<file path="config.mk">
export PLATFORM = sky130hd
export DESIGN_NAME = frame_tick_calendar_clock_unit
export DESIGN_NICKNAME = d
export VERILOG_FILES = /design/src/sv/ftcc_pkg.sv /design/src/sv/frame_tick_calendar_clock_unit.sv
export SDC_FILE = /design/constraint.sdc
export NUM_CORES = 1
export LEC_CHECK = 0
export ABC_AREA = 0
export ABC_CLOCK_PERIOD_IN_PS = 28300
export BUFFER_PORTS_ARGS = -buffer_cell sky130_fd_sc_hd__buf_2
export CAP_MARGIN = 20
export CORE_AREA = 2 2 199 201
export DETAILED_ROUTE_END_ITERATION = 7
export DIE_AREA = 0 0 201 203
export GPL_TIMING_DRIVEN = 0
export SYNTH_ARGS = -nofsm -noshare
export SYNTH_HDL_FRONTEND = slang
export SYNTH_SLANG_ARGS = --single-unit
</file>
<file path="constraint.sdc">
create_clock -name clk -period 28.3 [get_ports clk]
set_input_delay 2.83 -clock clk [delete_from_list [all_inputs] [get_ports clk]]
set_output_delay 2.83 -clock clk [all_outputs]
set_load 0.1 [all_outputs]
</file>
<file path="src/sv/ftcc_pkg.sv">
// ----------------------------------------------------------------------------
// Frame tick calendar clock package
// Transaction types, opcodes, calendar limits and the small arithmetic
// helpers (modulo by constants and binary to BCD) shared by the clock.
// ----------------------------------------------------------------------------
package ftcc_pkg;

	typedef enum logic [1:0] {
		OP_TICK  = 2'd0,
		OP_READ  = 2'd1,
		OP_WRITE = 2'd2,
		OP_SPARE = 2'd3
	} opcode_t;

	typedef struct packed {
		logic [1:0] opcode;
		logic [7:0] set_second;
		logic [7:0] set_minute;
		logic [7:0] set_hour;
		logic [7:0] set_day;
		logic [7:0] set_month;
		logic [7:0] set_year;
	} in_t;

	typedef struct packed {
		logic [7:0] second_bcd;
		logic [7:0] minute_bcd;
		logic [7:0] hour_bcd;
		logic [7:0] day_bcd;
		logic [7:0] month_bcd;
		logic [7:0] year_bcd;
	} out_t;

	localparam logic [7:0] TPS_RESET   = 8'd60;
	localparam logic [7:0] SEC_LIMIT   = 8'd60;
	localparam logic [7:0] MIN_LIMIT   = 8'd60;
	localparam logic [7:0] HOUR_LIMIT  = 8'd24;
	localparam logic [7:0] MONTH_LIMIT = 8'd13;
	localparam logic [7:0] YEAR_LIMIT  = 8'd100;
	localparam logic [7:0] FEB_LEAP    = 8'd29;
	localparam logic [7:0] MONTH_FEB   = 8'd2;
	localparam logic [7:0] MONTH_DEC   = 8'd12;
	localparam logic [7:0] MONTH_MASK  = 8'h7F;

	localparam logic [7:0] DAYS_IN_MONTH [12] = '{
		8'd31, 8'd28, 8'd31, 8'd30, 8'd31, 8'd30,
		8'd31, 8'd31, 8'd30, 8'd31, 8'd30, 8'd31
	};

	// Last valid day of the month; months outside 1..12 give zero.
	function automatic logic [7:0] day_limit(input logic [7:0] month, input logic [7:0] year);
		logic [3:0] idx;
		logic [7:0] lim;
		idx = month[3:0] - 4'd1;
		lim = 8'd0;
		if (month == MONTH_FEB && year[1:0] == 2'd0) begin
			lim = FEB_LEAP;
		end else if (month >= 8'd1 && month <= MONTH_DEC) begin
			lim = DAYS_IN_MONTH[idx];
		end
		return lim;
	endfunction

	// v mod 60 for an 8-bit value; 137/8192 overestimates 1/60 by less
	// than the smallest fractional gap over 0..255.
	function automatic logic [7:0] mod60(input logic [7:0] v);
		logic [15:0] p;
		logic [2:0]  q;
		p = 16'(v) * 16'd137;
		q = p[15:13];
		return v - 8'(8'(q) * 8'd60);
	endfunction

	// v mod 24 for an 8-bit value through the reciprocal 171/4096.
	function automatic logic [7:0] mod24(input logic [7:0] v);
		logic [15:0] p;
		logic [3:0]  q;
		p = 16'(v) * 16'd171;
		q = p[15:12];
		return v - 8'(8'(q) * 8'd24);
	endfunction

	// Tens digit in the high nibble and ones in the low nibble; tens
	// above 15 lose their upper bit, matching an 8-bit truncation.
	function automatic logic [7:0] to_bcd(input logic [7:0] v);
		logic [15:0] p;
		logic [4:0]  q;
		logic [7:0]  r;
		p = 16'(v) * 16'd205;
		q = p[15:11];
		r = v - 8'(8'(q) * 8'd10);
		return {q[3:0], r[3:0]};
	endfunction

endpackage

</file>
<file path="src/sv/frame_tick_calendar_clock_unit.sv">
// ----------------------------------------------------------------------------
// Frame tick calendar clock unit
// Binary calendar clock advanced by frame ticks, loaded by write
// transactions and reported as BCD bytes after every transaction.
// ----------------------------------------------------------------------------
// An accepted transaction is held in the input register and its result in
// the result register.
// Throughput: one transaction per cycle while out_stall is low; the tick
// cascade and the BCD conversion sit between the input and result registers.
// Reset: clears the clock to day 1, month 1, year 0, midnight, and sets the
// prescale to 60 ticks per second; both pipeline stages come up empty.
module frame_tick_calendar_clock_unit (
	input  logic             clk,
	input  logic             arst_n,
	input  logic             in_valid,
	output logic             in_stall,
	input  ftcc_pkg::in_t    in_data,
	output logic             out_valid,
	input  logic             out_stall,
	output ftcc_pkg::out_t   out_data,
	input  logic             cfg_we,
	input  logic [7:0]       cfg_data
);

	logic [7:0] tps_q;
	logic [7:0] tick_q, sec_q, min_q, hour_q, day_q, month_q, year_q;

	ftcc_pkg::in_t  in_s1;
	logic           valid_s1;
	ftcc_pkg::out_t out_s2;
	logic           valid_s2;
	logic           adv;

	logic [7:0] tick_inc, sec_inc, min_inc, hour_inc, day_inc, month_inc, year_inc;
	logic [7:0] lim;
	logic       c_sec, c_min, c_hour, c_day, c_month, c_year;
	logic [7:0] tick_n, sec_n, min_n, hour_n, day_n, month_n, year_n;

	assign adv       = !valid_s2 || !out_stall;
	assign in_stall  = valid_s1 && !adv;
	assign out_valid = valid_s2;
	assign out_data  = out_s2;

	// Carry cascade: each field advances only when every field below it rolls.
	always_comb begin
		tick_inc  = tick_q + 8'd1;
		sec_inc   = sec_q + 8'd1;
		min_inc   = min_q + 8'd1;
		hour_inc  = hour_q + 8'd1;
		day_inc   = day_q + 8'd1;
		month_inc = month_q + 8'd1;
		year_inc  = year_q + 8'd1;
		lim       = ftcc_pkg::day_limit(month_q, year_q);

		c_sec   = !(tick_inc < tps_q);
		c_min   = c_sec && !(sec_inc < ftcc_pkg::SEC_LIMIT);
		c_hour  = c_min && !(min_inc < ftcc_pkg::MIN_LIMIT);
		c_day   = c_hour && !(hour_inc < ftcc_pkg::HOUR_LIMIT);
		c_month = c_day && !(day_inc <= lim);
		c_year  = c_month && !(month_inc < ftcc_pkg::MONTH_LIMIT);

		tick_n  = tick_q;
		sec_n   = sec_q;
		min_n   = min_q;
		hour_n  = hour_q;
		day_n   = day_q;
		month_n = month_q;
		year_n  = year_q;

		unique case (in_s1.opcode)
			ftcc_pkg::OP_TICK: begin
				tick_n = c_sec ? 8'd0 : tick_inc;
				if (c_sec) begin
					sec_n = c_min ? 8'd0 : sec_inc;
				end
				if (c_min) begin
					min_n = c_hour ? 8'd0 : min_inc;
				end
				if (c_hour) begin
					hour_n = c_day ? 8'd0 : hour_inc;
				end
				if (c_day) begin
					day_n = c_month ? 8'd1 : day_inc;
				end
				if (c_month) begin
					month_n = c_year ? 8'd1 : month_inc;
				end
				if (c_year) begin
					year_n = (year_inc < ftcc_pkg::YEAR_LIMIT) ? year_inc : 8'd0;
				end
			end
			ftcc_pkg::OP_WRITE: begin
				sec_n   = in_s1.set_second;
				min_n   = ftcc_pkg::mod60(in_s1.set_minute);
				hour_n  = ftcc_pkg::mod24(in_s1.set_hour);
				day_n   = in_s1.set_day;
				month_n = in_s1.set_month & ftcc_pkg::MONTH_MASK;
				year_n  = in_s1.set_year;
			end
			default: begin
			end
		endcase
	end

	always_ff @(posedge clk or negedge arst_n) begin
		if (!arst_n) begin
			valid_s1 <= 1'b0;
			valid_s2 <= 1'b0;
		end else begin
			if (!in_stall) begin
				valid_s1 <= in_valid;
			end
			if (adv) begin
				valid_s2 <= valid_s1;
			end
		end
	end

	always_ff @(posedge clk) begin
		if (!in_stall) begin
			in_s1 <= in_data;
		end
		if (adv && valid_s1) begin
			out_s2.second_bcd <= ftcc_pkg::to_bcd(sec_n);
			out_s2.minute_bcd <= ftcc_pkg::to_bcd(min_n);
			out_s2.hour_bcd   <= ftcc_pkg::to_bcd(hour_n);
			out_s2.day_bcd    <= ftcc_pkg::to_bcd(day_n);
			out_s2.month_bcd  <= ftcc_pkg::to_bcd(month_n);
			out_s2.year_bcd   <= ftcc_pkg::to_bcd(year_n);
		end
	end

	always_ff @(posedge clk or negedge arst_n) begin
		if (!arst_n) begin
			tps_q   <= ftcc_pkg::TPS_RESET;
			tick_q  <= 8'd0;
			sec_q   <= 8'd0;
			min_q   <= 8'd0;
			hour_q  <= 8'd0;
			day_q   <= 8'd1;
			month_q <= 8'd1;
			year_q  <= 8'd0;
		end else begin
			if (cfg_we) begin
				tps_q <= cfg_data;
			end
			if (adv && valid_s1) begin
				tick_q  <= tick_n;
				sec_q   <= sec_n;
				min_q   <= min_n;
				hour_q  <= hour_n;
				day_q   <= day_n;
				month_q <= month_n;
				year_q  <= year_n;
			end
		end
	end

	// Minutes and hours are reduced on load and wrap on carry, so they stay in range.
	a_min_range: assert property (@(posedge clk) disable iff (!arst_n)
		min_q < ftcc_pkg::MIN_LIMIT)
		else $error("minute counter out of range");

	a_hour_range: assert property (@(posedge clk) disable iff (!arst_n)
		hour_q < ftcc_pkg::HOUR_LIMIT)
		else $error("hour counter out of range");

	a_stall_needs_item: assert property (@(posedge clk) disable iff (!arst_n)
		in_stall |-> valid_s1)
		else $error("input stalled with an empty input register");

	// A held result means the transaction behind it has not yet touched the clock.
	a_hold_state: assert property (@(posedge clk) disable iff (!arst_n)
		(valid_s2 && out_stall) |=> ($stable(sec_q) && $stable(tick_q) && $stable(day_q)))
		else $error("clock state changed while the result was stalled");

	a_result_source: assert property (@(posedge clk) disable iff (!arst_n)
		$rose(valid_s2) |-> $past(valid_s1))
		else $error("result appeared without a transaction in the input register");

endmodule

</file>
==> results by stage <==
Run status:
- The flow ran to the end, and the final reports show no timing, DRC or antenna violations.

CTS:
- After clock tree synthesis, the setup repair step added 0 buffers.
- The TritonCTS sink count is 163.
- The clock tree root driver cell is sky130_fd_sc_hd__clkbuf_16.
- The later pin in the worst-skew pair is clocked with a latency of between 0.4 and 0.5 ns.
- Clock-pin slew was measured on the worst setup and hold paths at 0.07 ns.
- Clock tree synthesis inserted a total of 17 buffers.
- TritonCTS built the clock tree.
- The maximum clock path buffer count is 2.
- Post-CTS repair changed the size of 0 cells.
- In this run, post-CTS hold repair placed 0 buffers.
- The maximum level of the CTS H-tree is 4.

Yosys:
- The average instance area after synthesis is between 9 and 10 sq um.
- The number of nets handed over by synthesis was 2256.
- In this run, synthesis produced a sequential element count of roughly 160.
- The sequential-to-total area share from yosys stat is 26.7%.
- The synthesized design contains 97 enable-type register cells.
- After synthesis the cells add up to around 0.017 sq mm.
- After technology mapping, the gate count stands at roughly 1.8k.
- The yosys synthesis warning count is 0.
- The count of distinct cell types in the synthesized netlist is 94.
- The most common flop cell mapped by yosys is sky130_fd_sc_hd__edfxtp_1.
- For this run, asynchronously set or reset flops after synthesis account for 40.5%.

Timing:
- The final max-slew violation count is 0.
- The final worst-path cycle share is 37.2%.
- The final critical-path setup slack is approximately 18 ns.
- The final total negative setup slack is 0 ns.
- The maximum operating frequency is 94.9 MHz.
- The setup violation total in the final timing report is 0.
- The setup skew after layout is between 0.01 and 0.015 ns.
- The count of final hold-check violations came to 0.
- The slew at the pin closest to its max-slew limit is between 1 and 1.5 ns.
- The worst pin sits at a relative slew slack of a little under a third.
- Setup repair after global routing left no endpoint under its margin.
- Hold timing on the final database bottoms out at a slack of 0.514 ns.
- For the finished layout, the period the worst path requires is 10.54 ns.

Cells and area:
- The layout cell share with drive strength beyond 1 is about 11%.
- With fillers left out, the area of the finished cells amounts to approximately 0.019 sq mm.
- In the layout the commonest cells are 350 x sky130_fd_sc_hd__ha_1, 287 x sky130_fd_sc_hd__inv_1, 157 x sky130_fd_sc_hd__nand2_1.
- The library cell used most frequently in the layout, excluding fill and tap cells, is sky130_fd_sc_hd__ha_1.
- The net count reported at finish is between 2k and 2.5k.
- Compared with the post-synthesis result, the final layout area differs by 11.2%.

Setup path:
- The startpoint type of the worst setup path is a register.
- Along the worst path, the maximum fanout reaches 5.
- The worst reg2reg path startpoint is in_s1[25].
- The critical path's most frequent cell is sky130_fd_sc_hd__ha_1.
- The arrival time of data at the critical path endpoint is 10.74 ns.
- The peak per-stage delay on the critical path is approximately 0.61 ns.
- The count of buffering cells on the critical path with inverters included is 4.
- The source of the critical timing path is in_s1[25].
- The critical path class is reg2reg.
- The required time reported for the critical path endpoint is between 20 and 30 ns.
- STA classifies the critical path endpoint as a register.
- On the critical path, the stage with the largest delay is an instance of sky130_fd_sc_hd__o21ai_0.
- Among cell families on the critical path, the largest total delay comes from adder cells.

Floorplanning:
- The y dimension of the die is 203 microns.
- The floorplan step defined a core boundary enclosing ~0.038 sq mm.
- From left edge to right edge, the die measures 201 microns.
- The initial utilization of the core area, before any placement, comes to 44.5%.
- The I/O pin count is ~110.
- The area of the die is between 0.04 and 0.05 sq mm.
- The row count is 72.

Route:
- The number of vias in the routed layout is ~13k.
- Wires add up to between 40 and 50 mm.
- After detailed routing, the average wire length per cell comes to 17.2 microns.
- The detailed-router iteration count before antenna repair is 7.
- The final antenna-violating net count is 0.
- The average via count per standard cell is between 5 and 6.
- The count of routing violations after the opening detailed-route iteration is 757.
- After detailed routing, the number of remaining DRC violations is 0.

GRT:
- For this run, the total global-route usage over all layers was measured as a little over a fifth.
- The via count of the first global-routing pass is between 10k and 15k.
- Entering global routing, the biggest net connects 58 pins.
- The global-route wire length before repair is approximately 70 mm.
- The initial antenna violation count came to 6.
- The total overflow left after global routing is 0.

Place:
- Routability-driven placement finished with a final weighted congestion of 0.907.
- The number of I/O port buffers is around 110.
- The wire-length estimate of the detail-placed layout is between 30 and 40 mm.
- The worst-case setup slack after placement is roughly 18 ns.
- The instance area after placement is roughly 0.018 sq mm.

Flow run:
- The tool flagged a number of max-cap violations equal to 0.

Hold path:
- The startpoint identified for the worst hold timing path is tick_q[7].
- The worst min-delay path category is reg2reg.
cells by family (layout without fill, tap and decap cells):
| group | count (synthesis) | in the layout | share of synthesized area, % |
|---|---|---|---|
| AOI/OAI and AO/OA | 331 | 331 | 13.5 |
| xor gates and xnor gates | 86 | 86 | 4.73 |
| adders and majority gates | 439 | 439 | 36.0 |
| buffers and inverters | 335 | 480 | 7.45 |
| DFF | 163 | 163 | 26.7 |
| muxes | 13 | 13 | 0.832 |
| other | 0 | 2 | 0 |
| and+or+nand+nor | 387 | 387 | 10.8 |
synthesized netlist by cell type (7+ instances only):
master	number	area share, %
sky130_fd_sc_hd__a211oi_1	10	0.44
sky130_fd_sc_hd__a21o_1	22	0.96
sky130_fd_sc_hd__a21oi_1	69	2.0
sky130_fd_sc_hd__a22o_1	8	0.41
sky130_fd_sc_hd__a22oi_1	16	0.70
sky130_fd_sc_hd__a31o_2	7	0.36
sky130_fd_sc_hd__a31oi_1	11	0.40
sky130_fd_sc_hd__and2_1	11	0.40
sky130_fd_sc_hd__and3_1	17	0.62
sky130_fd_sc_hd__buf_1	7	0.15
sky130_fd_sc_hd__clkbuf_1	31	0.68
sky130_fd_sc_hd__dfrtp_1	60	8.8
sky130_fd_sc_hd__edfxtp_1	97	17
sky130_fd_sc_hd__fa_1	89	10
sky130_fd_sc_hd__ha_1	350	26
sky130_fd_sc_hd__inv_1	287	6.3
sky130_fd_sc_hd__mux2_2	10	0.66
sky130_fd_sc_hd__nand2_1	157	3.4
sky130_fd_sc_hd__nand2b_1	14	0.51
sky130_fd_sc_hd__nand3_1	42	1.2
sky130_fd_sc_hd__nand4_1	14	0.51
sky130_fd_sc_hd__nor2_1	62	1.4
sky130_fd_sc_hd__nor2b_1	10	0.37
sky130_fd_sc_hd__nor3_1	23	0.67
sky130_fd_sc_hd__o211ai_1	9	0.39
sky130_fd_sc_hd__o21a_1	7	0.31
sky130_fd_sc_hd__o21ai_0	77	2.2
sky130_fd_sc_hd__o31ai_1	12	0.53
sky130_fd_sc_hd__or3_1	10	0.37
sky130_fd_sc_hd__xnor2_1	58	3.0
sky130_fd_sc_hd__xor2_1	23	1.2
worst paths after layout:
path,endpoint,slack [ns],cells past startpoint
min in group asynchronous,tick_q[4],2.21,1
min,tick_q[7],0.51,2
min reg2reg,tick_q[7],0.51,2
max,out_data[27],17.76,41
max reg2reg,out_data[27],17.76,41
max in group asynchronous,month_q[0],25.48,2
area by class of cell:
| type | count | area [sq um] |
|---|---|---|
| Fill cell | 3646 | 19400 |
| Clock inverter | 14 | 199 |
| Multi-Input combinational cell | 1256 | 11300 |
| Antenna cell | 2 | 5.00 |
| Tap cell | 518 | 648 |
| Buffer | 46 | 193 |
| Clock buffer | 18 | 439 |
| Sequential cell | 163 | 4570 |
| Inverter | 289 | 1080 |
| Timing Repair Buffer | 113 | 606 |
worst reg2reg max path, delay by kind of cell (launching register included):
| kind | cells | cell delay (ns) |
|---|---|---|
| AO/OA/AOI/OAI | 10 | 2.19 |
| AND/OR/NAND/NOR | 4 | 0.59 |
| adder cells (fa/ha/maj) | 14 | 5.30 |
| flip-flops | 1 | 0.51 |
| buffers and inverters | 4 | 0.18 |
| XOR/XNOR | 9 | 1.52 |
registers in the layout (all words and copies together), names as in the netlist:
signal	cells
year_q	8
month_q	8
hour_q	8
min_q	8
valid_s1	1
tps_q	8
out_data	48
day_q	8
tick_q	8
sec_q	8
in_s1	49
out_valid	1
metrics by stage:
stage          instances  util (%)
2_1_floorplan       1754         -
3_3_place_gp        2383      47.7
3_5_place_dp        2385      47.8
4_1_cts             2417      49.5
5_1_grt             2418      49.5
6_report            2419      49.5
per-layer routing:
metal,vias up,part of all wire [%],GRT usage [%]
met5,-,0.094,0
met4,8,2.7,7.25
met3,78,5.1,4.11
met2,321,47,35.9
met1,6304,45,28.0
li1,6395,-,-
Power is not shown: default switching activity piles up to over one toggle a cycle in this logic, so the estimate is an artifact.
